$ cat src/design/wgm_pkg.sv
`default_nettype none

package wgm_pkg;

    // Default pattern store depth.
    localparam int MAX_PATTERN_DEF = 64;

    // Pattern metacharacters.
    localparam logic [7:0] ANY_ONE = 8'h3F;  // '?'
    localparam logic [7:0] ANY_RUN = 8'h2A;  // '*'

    localparam logic [7:0] UPPER_A = 8'h41;
    localparam logic [7:0] UPPER_Z = 8'h5A;
    localparam logic [7:0] CASE_OFFSET = 8'h20;

    typedef enum logic [1:0] {
        OP_APPEND = 2'd0,
        OP_TEXT   = 2'd1,
        OP_END    = 2'd2,
        OP_CLEAR  = 2'd3
    } wgm_op_t;

    typedef struct packed {
        wgm_op_t    op;
        logic [7:0] character;
    } wgm_in_t;

    typedef struct packed {
        logic matched;
        logic pattern_overflow;
    } wgm_out_t;

    // Per-transaction control broadcast to every cell.
    typedef struct packed {
        logic       step;         // an input transaction is taken this cycle
        logic       restart;      // start a new text (append, end, clear)
        logic       append;
        logic       clear;
        logic       fold_case;
        logic [7:0] character;    // raw byte, stored on append
        logic [7:0] text_folded;  // text byte after case fold
    } wgm_ctl_t;

    function automatic logic [7:0] wgm_fold(input logic [7:0] c, input logic en);
        logic [7:0] r;
        r = c;
        if (en && c >= UPPER_A && c <= UPPER_Z)
        begin
            r = c + CASE_OFFSET;
        end
        return r;
    endfunction

endpackage

`default_nettype wire

$ cat src/design/wgm_cell.sv
`default_nettype none

// One pattern position: stored byte, in-use bit and active bit.
module wgm_cell (
    input  wire logic              clk,
    input  wire logic              rst_n,
    input  wire wgm_pkg::wgm_ctl_t ctl,
    input  wire logic              use_in,     // left neighbor in use
    input  wire logic              hit_in,     // left neighbor consumed a byte into here
    input  wire logic              close_in,   // closure carried from the left
    output logic                   use_out,
    output logic                   hit_out,
    output logic                   close_out
);

    logic       use_reg, use_next;
    logic       act_reg, act_next;
    logic [7:0] byte_reg, byte_next;
    logic       write_here;
    logic       is_star, is_any, is_match;
    logic       stay;

    always_comb
    begin
        write_here = ctl.append && use_in && !use_reg;
        use_next   = ctl.clear ? 1'b0 : (use_reg || write_here);
        byte_next  = write_here ? ctl.character : byte_reg;

        is_star  = (byte_next == wgm_pkg::ANY_RUN);
        is_any   = (byte_next == wgm_pkg::ANY_ONE);
        is_match = is_any ||
                   (wgm_pkg::wgm_fold(byte_next, ctl.fold_case) == ctl.text_folded);

        if (ctl.restart)
        begin
            stay    = 1'b0;
            hit_out = 1'b0;
        end
        else
        begin
            stay    = use_reg && act_reg && is_star;
            hit_out = use_reg && act_reg && !is_star && is_match;
        end

        act_next  = stay || hit_in || close_in;
        // unused positions pass closure through so the end bit tracks position len
        close_out = act_next && (!use_next || is_star);
    end

    assign use_out = use_reg;

    always_ff @(posedge clk or negedge rst_n)
    begin
        if (!rst_n)
        begin
            use_reg <= 1'b0;
            act_reg <= 1'b1;
        end
        else if (ctl.step)
        begin
            use_reg <= use_next;
            act_reg <= act_next;
        end
    end

    always_ff @(posedge clk)
    begin
        if (ctl.step)
        begin
            byte_reg <= byte_next;
        end
    end

endmodule

`default_nettype wire

$ cat src/design/wildcard_glob_matcher.sv
// A result is registered onto out_data in the cycle after its end-of-text transaction.
// Throughput: one input transaction per cycle; OP_END waits while the output is stalled.
// The cycle time is set by the star-closure carry that ripples through MAX_PATTERN cells.
// Reset: empty pattern, no overflow, fold_case = 1, a new empty text started,
// output register empty.
`default_nettype none

module wildcard_glob_matcher #(
    parameter int MAX_PATTERN = wgm_pkg::MAX_PATTERN_DEF
) (
    input  wire logic             clk,
    input  wire logic             rst_n,
    input  wire logic             in_valid,
    output logic                  in_ready,
    input  wire wgm_pkg::wgm_in_t in_data,
    output logic                  out_valid,
    input  wire logic             out_ready,
    output wgm_pkg::wgm_out_t     out_data,
    input  wire logic             cfg_valid,
    output logic                  cfg_ready,
    input  wire logic             cfg_data
);

    // ------------------------------------------------------------------
    // Configuration: fold_case, always writable.
    // ------------------------------------------------------------------
    logic fold_reg;

    assign cfg_ready = 1'b1;

    always_ff @(posedge clk or negedge rst_n)
    begin
        if (!rst_n)
        begin
            fold_reg <= 1'b1;
        end
        else if (cfg_valid && cfg_ready)
        begin
            fold_reg <= cfg_data;
        end
    end

    // ------------------------------------------------------------------
    // Input handshake. Only an end-of-text transaction produces a result,
    // so everything else is taken even while the output register is full.
    // ------------------------------------------------------------------
    logic               in_take;
    logic               is_end;
    wgm_pkg::wgm_ctl_t  ctl;

    assign is_end   = (in_data.op == wgm_pkg::OP_END);
    assign in_ready = !out_valid || out_ready || !is_end;
    assign in_take  = in_valid && in_ready;

    always_comb
    begin
        ctl.step        = in_take;
        ctl.restart     = (in_data.op != wgm_pkg::OP_TEXT);
        ctl.append      = (in_data.op == wgm_pkg::OP_APPEND);
        ctl.clear       = (in_data.op == wgm_pkg::OP_CLEAR);
        ctl.fold_case   = fold_reg;
        ctl.character   = in_data.character;
        ctl.text_folded = wgm_pkg::wgm_fold(in_data.character, fold_reg);
    end

    // ------------------------------------------------------------------
    // Cell row. use is a thermometer code of the pattern length; the
    // first unused cell takes the next appended byte. hit carries a
    // consumed text byte one position right; close is the star-closure
    // carry (stars and unused cells propagate it).
    // ------------------------------------------------------------------
    logic [MAX_PATTERN:0] use_chain;
    logic [MAX_PATTERN:0] hit_chain;
    logic [MAX_PATTERN:0] close_chain;

    assign use_chain[0] = 1'b1;
    assign hit_chain[0] = ctl.restart;   // restart activates position zero
    assign close_chain[0] = 1'b0;

    for (genvar i = 0; i < MAX_PATTERN; i++)
    begin : g_cell
        wgm_cell u_cell (
            .clk       (clk),
            .rst_n     (rst_n),
            .ctl       (ctl),
            .use_in    (use_chain[i]),
            .hit_in    (hit_chain[i]),
            .close_in  (close_chain[i]),
            .use_out   (use_chain[i+1]),
            .hit_out   (hit_chain[i+1]),
            .close_out (close_chain[i+1])
        );
    end

    // End bit: position MAX_PATTERN, or through unused cells, position len.
    logic end_reg, end_next;
    logic ovf_reg, ovf_next;
    logic full;

    assign full     = use_chain[MAX_PATTERN];
    assign end_next = hit_chain[MAX_PATTERN] || close_chain[MAX_PATTERN];

    always_comb
    begin
        ovf_next = ovf_reg;
        if (ctl.clear)
        begin
            ovf_next = 1'b0;
        end
        else if (ctl.append && full)
        begin
            ovf_next = 1'b1;
        end
    end

    always_ff @(posedge clk or negedge rst_n)
    begin
        if (!rst_n)
        begin
            end_reg <= 1'b1;
            ovf_reg <= 1'b0;
        end
        else if (in_take)
        begin
            end_reg <= end_next;
            ovf_reg <= ovf_next;
        end
    end

    // ------------------------------------------------------------------
    // Output register.
    // ------------------------------------------------------------------
    logic              out_valid_reg, out_valid_next;
    wgm_pkg::wgm_out_t out_data_reg, out_data_next;

    always_comb
    begin
        out_valid_next = out_valid_reg;
        out_data_next  = out_data_reg;
        if (in_take && is_end)
        begin
            out_valid_next                 = 1'b1;
            out_data_next.matched          = end_reg && !ovf_reg;
            out_data_next.pattern_overflow = ovf_reg;
        end
        else if (out_ready)
        begin
            out_valid_next = 1'b0;
        end
    end

    always_ff @(posedge clk or negedge rst_n)
    begin
        if (!rst_n)
        begin
            out_valid_reg <= 1'b0;
        end
        else
        begin
            out_valid_reg <= out_valid_next;
        end
    end

    always_ff @(posedge clk)
    begin
        out_data_reg <= out_data_next;
    end

    assign out_valid = out_valid_reg;
    assign out_data  = out_data_reg;

`ifndef NO_ASSERTIONS
    // Length stays a thermometer code from cell zero (one extra bit for a full store).
    a_use_thermo: assert property (@(posedge clk) disable iff (!rst_n)
        $onehot({1'b0, use_chain} + {{(MAX_PATTERN + 1){1'b0}}, 1'b1}))
        else $error("pattern length bits not contiguous");

    // A clear empties every cell.
    a_clear_empties: assert property (@(posedge clk) disable iff (!rst_n)
        (in_take && ctl.clear) |=> (use_chain[MAX_PATTERN:1] == '0))
        else $error("cells still in use after clear");

    // Overflow only with a full store.
    a_ovf_full: assert property (@(posedge clk) disable iff (!rst_n)
        ovf_reg |-> full)
        else $error("overflow flag set with free cells");

    // An end-of-text transaction always leaves a result behind.
    a_end_result: assert property (@(posedge clk) disable iff (!rst_n)
        (in_take && is_end) |=> (out_valid_reg && !(out_data_reg.matched &&
                                                    out_data_reg.pattern_overflow)))
        else $error("end of text without a valid result");
`endif

endmodule

`default_nettype wire

$ cat config.mk
export PLATFORM = sky130hd
export DESIGN_NAME = wildcard_glob_matcher
export DESIGN_NICKNAME = d
export VERILOG_FILES = /design/src/design/wgm_pkg.sv /design/src/design/wgm_cell.sv /design/src/design/wildcard_glob_matcher.sv
export SDC_FILE = /design/constraint.sdc
export NUM_CORES = 2
export LEC_CHECK = 0
export ABC_AREA = 0
export BUFFER_PORTS_ARGS = -buffer_cell sky130_fd_sc_hd__buf_2
export CAP_MARGIN = 25
export CORE_MARGIN = 3
export CORE_UTILIZATION = 30
export CTS_BUF_LIST = sky130_fd_sc_hd__clkbuf_8
export CTS_CLUSTER_SIZE = 28
export DETAILED_ROUTE_END_ITERATION = 16
export SETUP_SLACK_MARGIN = 0.4
export SKIP_CTS_REPAIR_TIMING = 1
export SYNTH_ARGS = -nofsm -noshare
export SYNTH_HDL_FRONTEND = slang
export SYNTH_SLANG_ARGS = --single-unit
$ cat constraint.sdc
create_clock -name clk -period 25.4 [get_ports clk]
set_input_delay 1.27 -clock clk [delete_from_list [all_inputs] [get_ports clk]]
set_output_delay 1.27 -clock clk [all_outputs]
set_load 0.005 [all_outputs]
# --- After elaboration in Yosys (flattened, before gate mapping) ---
# Cells that the tools add are included.
word_totals:
  ff_bits: 646
  wordCells: 2015
  out_inout_bits: 5
op_classes:
  n_eq_ne: 195
  n_addsub: 65
  order_cmp: 130
  muxes: 325
  reduce_logical: 1102
ops:
  columns: ["op", "n"]
  rows:
  - ["8-bit two-way mux", 129]
  - ["8-bit by 6-bit == test with 1-bit output (second input constant)", 128]
  - ["1-bit logical AND", 581]
  - ["8-bit by 6-bit adder with 8-bit output (second input constant)", 65]
  - ["8-bit by 7-bit greater-or-equal comparator with 1-bit output (second input constant)", 65]
  - ["8-bit by 7-bit less-or-equal comparator with 1-bit output (second input constant)", 65]
  - ["8-bit == test", 64]
  - ["1-bit logical OR", 322]
  - ["1-bit two-way mux", 196]
  - ["1-bit logical NOT", 195]
  - ["2-bit == test (second input constant)", 2]
  - ["2-bit nonzero test", 2]
  - ["2-bit logical NOT", 1]
  - ["2-bit by 1-bit != test with 1-bit output (second input constant)", 1]
  - ["2-bit AND reduction", 1]

# --- Longest topological paths before layout ---
depth:
  word_depth: 139
  ltp_mapped: 26
  mapped_depth_nobuf: 22

# --- Modules after synthesis ---
# Synthesis repeated with hierarchy kept, for this count alone.
unflattened:
  hier_cells: 5675
  area_unflattened_um2: 53229.8
by_module_without_submodules:
  columns: ["module", "instances", "cells_per_inst", "area_each_um2"]
  rows:
  - ["wgm_cell", 64, 88, 825.8]
  - ["wildcard_glob_matcher", 1, 43, 379.1]

# --- Least setup slack after synthesis ---
# OpenSTA, ideal clock, no wires.
synth_timing:
  kind: "in2reg"
  start: "input port in_data[8] (netlist bit)"
  end: "register g_cell[0].u_cell.byte_reg[0], enable pin"
  cell_stages: 15
  n_path_buf: 10
  setup_time_ps: 1074
  arrival_ps: 17759
  t_required_ps: 24326
  setup_slack_ps: 6567
  cell_sequence: "buf_6 -> buf_6 -> buf_6 -> buf_2 -> clkbuf_1 -> clkinv_1 -> clkbuf_1 -> buf_1 -> clkbuf_1 -> nand2_1 -> or3_1 -> nand2_1 -> inv_1 -> clkbuf_1 -> buf_1"
synth_via:
  elab_chain_cells: 4
synth_lines:
  columns: ["element", "line_no", "rtl"]
  rows:
  - ["from (decl)", "wildcard_glob_matcher.sv:15", "input wire wgm_pkg::wgm_in_t in_data,"]
  - ["2-bit == test", "wildcard_glob_matcher.sv:51", "assign is_end = (in_data.op == wgm_pkg::OP_END);"]
  - ["1-bit logical NOT", "wildcard_glob_matcher.sv:52", "assign in_ready = !out_valid || out_ready || !is_end;"]
  - ["1-bit logical OR", "wildcard_glob_matcher.sv:52", null]
  - ["via in_ready", "wildcard_glob_matcher.sv:14", "output logic in_ready,"]
  - ["1-bit logical AND", "wildcard_glob_matcher.sv:53", "assign in_take = in_valid && in_ready;"]
  - ["via in_take", "wildcard_glob_matcher.sv:47", "logic in_take;"]
  - ["to (signal assigned)", "wgm_cell.sv:70", "byte_reg <= byte_next;"]
  - ["to (decl)", "wgm_cell.sv:18", "logic [7:0] byte_reg, byte_next;"]
# The timed path passes the listed nets, and every way through them passes these cells.
# A chain may end at the register's enable or synchronous reset.

# --- Worst setup path after layout ---
layout_timing:
  start: "input port in_data[9] (netlist bit)"
  end: "register g_cell[52].u_cell.act_reg"
layout_via:
  word_cells_on_any_way: 1365
  classes_between: "52 x add/sub; 104 x order compare; 160 x eq/ne; 262 x mux; 787 x reduce/logical"
layout_lines:
  columns: ["element", "line_no", "rtl"]
  rows:
  - ["2-bit logical NOT *", "wildcard_glob_matcher.sv:59", "ctl.append = (in_data.op == wgm_pkg::OP_APPEND);"]
  - ["1-bit logical AND * (2 in series)", "wgm_cell.sv:25", "write_here = ctl.append && use_in && !use_reg;"]
  - ["8-bit two-way mux *", "wgm_cell.sv:27", "byte_next = write_here ? ctl.character : byte_reg;"]
  - ["via g_cell[2].u_cell.byte_next[5]", "wgm_cell.sv:18", null]
  - ["8-bit by 7-bit greater-or-equal comparator with 1-bit output", "wgm_pkg.sv:47", "if (en && c >= UPPER_A && c <= UPPER_Z)"]
  - ["1-bit logical AND (2 in series)", "wgm_pkg.sv:47", null]
  - ["8-bit two-way mux", "wgm_pkg.sv:47", null]
  - ["8-bit == test", "wgm_cell.sv:32", "(wgm_pkg::wgm_fold(byte_next, ctl.fold_case) == ctl.text_folded);"]
  - ["[95 not listed]", null, null]
  - ["1-bit logical AND *", "wgm_cell.sv:47", "close_out = act_next && (!use_next || is_star);"]
  - ["1-bit logical OR *", "wgm_cell.sv:45", "act_next = stay || hit_in || close_in;"]
  - ["1-bit logical AND *", "wgm_cell.sv:47", null]
  - ["1-bit logical OR *", "wgm_cell.sv:45", null]
  - ["1-bit logical AND *", "wgm_cell.sv:47", null]
  - ["1-bit logical OR *", "wgm_cell.sv:45", null]
  - ["1-bit logical AND *", "wgm_cell.sv:47", null]
  - ["1-bit logical OR *", "wgm_cell.sv:45", null]
  - ["to (signal assigned)", "wgm_cell.sv:62", "act_reg <= act_next;"]
  - ["to (decl)", "wgm_cell.sv:17", "logic act_reg, act_next;"]
# The timed path passes the listed nets; every way through them passes the cells marked *.

==> impl_table.tex <==
\begin{tabular}{lr}
\hline
Metric & Value \\
\hline
\multicolumn{2}{l}{\textbf{Setup path}} \\
\quad Arr. time, crit path & 8.37 ns \\
\quad List of cells traversed by the critical path & clkbuf\_8 > buf\_4 > buf\_4 > or4b\_1 > mux2i\_1 > inv\_1 > ha\_1 > o31ai\_1 > mux2i\_1 > o221ai\_1 > o41ai\_1 > o21bai\_1 > a21oi\_2 > nor3\_1 > nor4b\_4 > a41o\_1 > o21ai\_1 > nor2b\_4 > a2bb2oi\_1 > or2\_1 > a31oi\_1 \\
\quad Kind of end point of the critical path & register \\
\quad CP startpoint & in\_data[9] \\
\quad End of the critical path & g\_cell[52].u\_cell.act\_reg \\
\quad Cell depth of the worst flop-to-flop path & 19 \\
\quad Critical R2R Capture & g\_cell[52].u\_cell.act\_reg \\
\quad Worst-path fanout max & 63 \\
\quad Data required time at the worst endpoint & 26.16 ns \\
\quad Crit. path cell count & 21 \\
\quad Number of buffer and inverter instances along the worst setup path & 4 \\
\quad Worst reg2reg setup slack & 18.12 ns \\
\quad Crit path largest cell delay & 0.82 ns \\
\quad Crit start category & input pin \\
\quad R2r startpoint & fold\_reg \\
\quad Worst Path Class, Setup & input pin to register \\
\quad Worst path slowest cell & sky130\_fd\_sc\_hd\_\_nor4b\_4 \\
\quad Crit-path leading delay family & compound AO/OA/AOI/OAI gates \\
\multicolumn{2}{l}{\textbf{Run status}} \\
\quad Status & finished, final reports clean \\
\multicolumn{2}{l}{\textbf{Detailed routing}} \\
\quad Sum of routed wire length over all layers & 163000 um \\
\quad DRC marker count from the first detailed-route iteration & 4297 \\
\quad Count of TritonRoute iterations in the first routing pass & 8 \\
\quad DRC violation count after routing & 0 \\
\quad Routed length per instance & 21.4 um \\
\quad Vias after detailed routing & 43521 \\
\quad Vias/cell & 5.71 \\
\quad Antenna violation net count after detailed routing & 0 \\
\multicolumn{2}{l}{\textbf{Synthesis}} \\
\quad Yosys warning total & 0 \\
\quad Post-Synthesis Net Count & 5541 \\
\quad Synthesized-area fraction occupied by and/or/nand/nor cells & 0.207 \\
\quad Xor and xnor fraction of the mapped netlist area & 0.0838 \\
\quad Netlist area before placement & 49300 um2 \\
\quad Share of flip-flops with an asynchronous set or reset & 0.204 \\
\quad Count of flip-flops with a built-in enable after synthesis & 514 \\
\quad Portion of the post-synthesis area used by sequential elements & 0.382 \\
\quad Fraction of the mapped netlist area in compound gates & 0.156 \\
\quad Primary FF master, synth & sky130\_fd\_sc\_hd\_\_edfxtp\_1 \\
\quad Adder and majority gate portion of the synthesized area & 0.0162 \\
\quad Post-synth cell types & 106 \\
\quad Largest family of logic cells by synthesized area & simple AND/OR/NAND/NOR gates \\
\quad Register bit total from synthesis & 646 \\
\quad Avg Inst Size Synth & 9.03 um2 \\
\quad Number of cells produced by synthesis & 5461 \\
\quad Share of synthesized area spent on multiplexers & 0.0982 \\
\multicolumn{2}{l}{\textbf{Hold path}} \\
\quad Type of the most critical hold path & input pin to asynchronous set/reset pin \\
\multicolumn{2}{l}{\textbf{Timing}} \\
\quad Slack of the critical path & 17.79 ns \\
\quad Post-route worst hold slack & 0.282 ns \\
\quad Finish-stage setup viols & 0 \\
\quad Max\_slew headroom & 0.244 \\
\quad Setup TNS after final layout & 0 ns \\
\quad RSZ-0062 raised after global routing & false \\
\quad Post-route clock period utilization & 0.300 \\
\quad Final worst clock skew & 0.0375 ns \\
\quad Hold violation total from the final report & 0 \\
\quad Slew @ Worst Pin & 1.13 ns \\
\quad Final min period & 7.61 ns \\
\quad Total count of max-transition violations in the final report & 0 \\
\quad Fmax & 0.131 GHz \\
\multicolumn{2}{l}{\textbf{Pwr}} \\
\quad Leakage power figure & 19.2 nW \\
\quad Pwr dens & 53.4 nW/um2 \\
\quad Maximum VDD drop & 0.0393 mV \\
\multicolumn{2}{l}{\textbf{Cells and area}} \\
\quad Area growth syn-to-layout & 9.73\% \\
\quad Most used cells in the layout excluding fill and tap cells & sky130\_fd\_sc\_hd\_\_nand2\_1 (677), sky130\_fd\_sc\_hd\_\_edfxtp\_1 (514), sky130\_fd\_sc\_hd\_\_inv\_1 (355), sky130\_fd\_sc\_hd\_\_nor2\_1 (326), sky130\_fd\_sc\_hd\_\_xnor2\_1 (294) \\
\quad Cell area after layout & 54100 um2 \\
\quad Share of final-layout standard cells stronger than drive strength 1 & 0.125 \\
\quad Number of flip-flops in the largest register & 512 \\
\quad Final \#Nets & 5416 \\
\quad Most common cell after layout, fill and taps aside & sky130\_fd\_sc\_hd\_\_nand2\_1 \\
\quad Post-route non-filler standard cell count & 7617 \\
\multicolumn{2}{l}{\textbf{Floorplanning}} \\
\quad Area of the core & 163000 um2 \\
\quad Die area & 169000 um2 \\
\quad Initial cell density of the core & 0.303 \\
\quad IO Pins & 21 \\
\quad Placement Rows & 148 \\
\quad Die span in y & 411 um \\
\quad X dimension of the die & 411 um \\
\multicolumn{2}{l}{\textbf{Clock tree}} \\
\quad Clock root cell & sky130\_fd\_sc\_hd\_\_clkbuf\_8 \\
\quad Buffer levels on the longest clock path & 3 \\
\quad Worst skew pair latency & 0.86 ns \\
\quad Number of H-tree branching levels & 3 \\
\quad Inserted Clock Buffers & 121 \\
\quad Clock-pin slew of the registers on the worst-case setup and hold paths & 0.07 ns \\
\quad TritonCTS clock tree & built \\
\quad TritonCTS sink count & 646 \\
\multicolumn{2}{l}{\textbf{Placed design}} \\
\quad Post-DP HPWL & 104000 um \\
\quad Placed insts & 7385 \\
\quad Pre-CTS setup slack & 17.16 ns \\
\quad Placer congestion estimate & 0.924 \\
\quad Area of placed instances & 51700 um2 \\
\quad Input/output buffers & 19 \\
\multicolumn{2}{l}{\textbf{Global routing}} \\
\quad First-pass GRT wire length & 250000 um \\
\quad Total global-route track usage & 0.186 \\
\quad Congestion Overflow GR & 0 \\
\quad Maximum number of pins on one net before global-route repair & 133 \\
\quad Via count of the first global-routing pass & 41686 \\
\quad Number of antenna violations at the first check in global routing & 3 \\
\multicolumn{2}{l}{\textbf{Flow run}} \\
\quad Maximum capacitance violations & 0 \\
\hline
\end{tabular}
[per-stage QoR]
| step | utilization | total power [mW] |
|---|---|---|
| final | 0.332 | 2.89 |
| after detailed placement | 0.317 | 1.88 |
| after floorplan | - | 1.74 |
| after global routing | 0.332 | 3.02 |
| after global placement | 0.317 | 1.86 |
| after CTS | 0.332 | 2.90 |
[cells by family (layout without fill, tap and decap cells)]
kind of cell / Yosys count / after routing
compound gates: 1152 / 1152
xor+xnor: 469 / 469
fa+ha+maj: 64 / 64
buf+inv: 692 / 672
flops: 646 / 646
mux: 461 / 461
other cells: 1 / 2
simple gates: 1976 / 1976
[layer usage]
layer	vias to the layer above	track usage	share of wire
li1	19914	-	-
met4	0	0.0764	0.045
met2	1856	0.296	0.44
met5	-	0	0
met3	461	0.0295	0.078
met1	21290	0.252	0.43
[worst min path at each step]
stage	endpoint	slack, ns	cells past startpoint
6_report	g_cell[12].u_cell.use_out	0.28	1
5_1_grt	g_cell[12].u_cell.use_out	0.24	1
4_1_cts	g_cell[12].u_cell.use_out	0.22	1
3_5_place_dp	g_cell[15].u_cell.act_reg	0.45	2
3_3_place_gp	g_cell[26].u_cell.act_reg	0.45	2
2_1_floorplan	g_cell[9].u_cell.act_reg	0.44	2
[synthesized netlist by cell type (all sizes together), types with 21 or more instances]
library cell	instances	area [um2]
o221ai	23	208
xor2	173	1520
edfxtp	514	15400
a211o	23	201
nand2	679	2550
and3	32	200
nor3b	25	188
dfstp	66	1730
clkbuf	219	822
a31oi	86	538
o31ai	62	465
or4b	24	244
buf	164	828
a2111oi	21	188
inv	306	1150
dfrtp	66	1650
nand2b	23	144
nor4b	65	815
or4	38	289
nor4	72	450
nor2b	34	228
nand4	108	676
o21ai	274	1370
nor2	330	1240
nand3	165	826
or3	48	305
o21a	24	180
xnor2	294	2570
mux2i	277	2770
a211oi	39	293
ha	64	801
a21oi	245	1230
mux2	184	2070
o22ai	30	194
nor3	211	1070
o211ai	41	308
[area by class of cell]
type | instances | area, um2
Fill cell | 16726 | 109000
Multi-Input combinational cell | 4123 | 27900
Sequential cell | 646 | 18800
Inverter | 308 | 1160
Antenna cell | 1 | 2.50
Timing Repair Buffer | 136 | 1100
Tap cell | 2175 | 2720
Clock buffer | 142 | 1950
Clock inverter | 86 | 404
[power by group]
group	internal [mW]	switching, mW
Clock	0.524	0.496
Sequential	1.24	0.0782
Combinational	0.197	0.357
No activity file was read; power rests on OpenSTA's default activity.
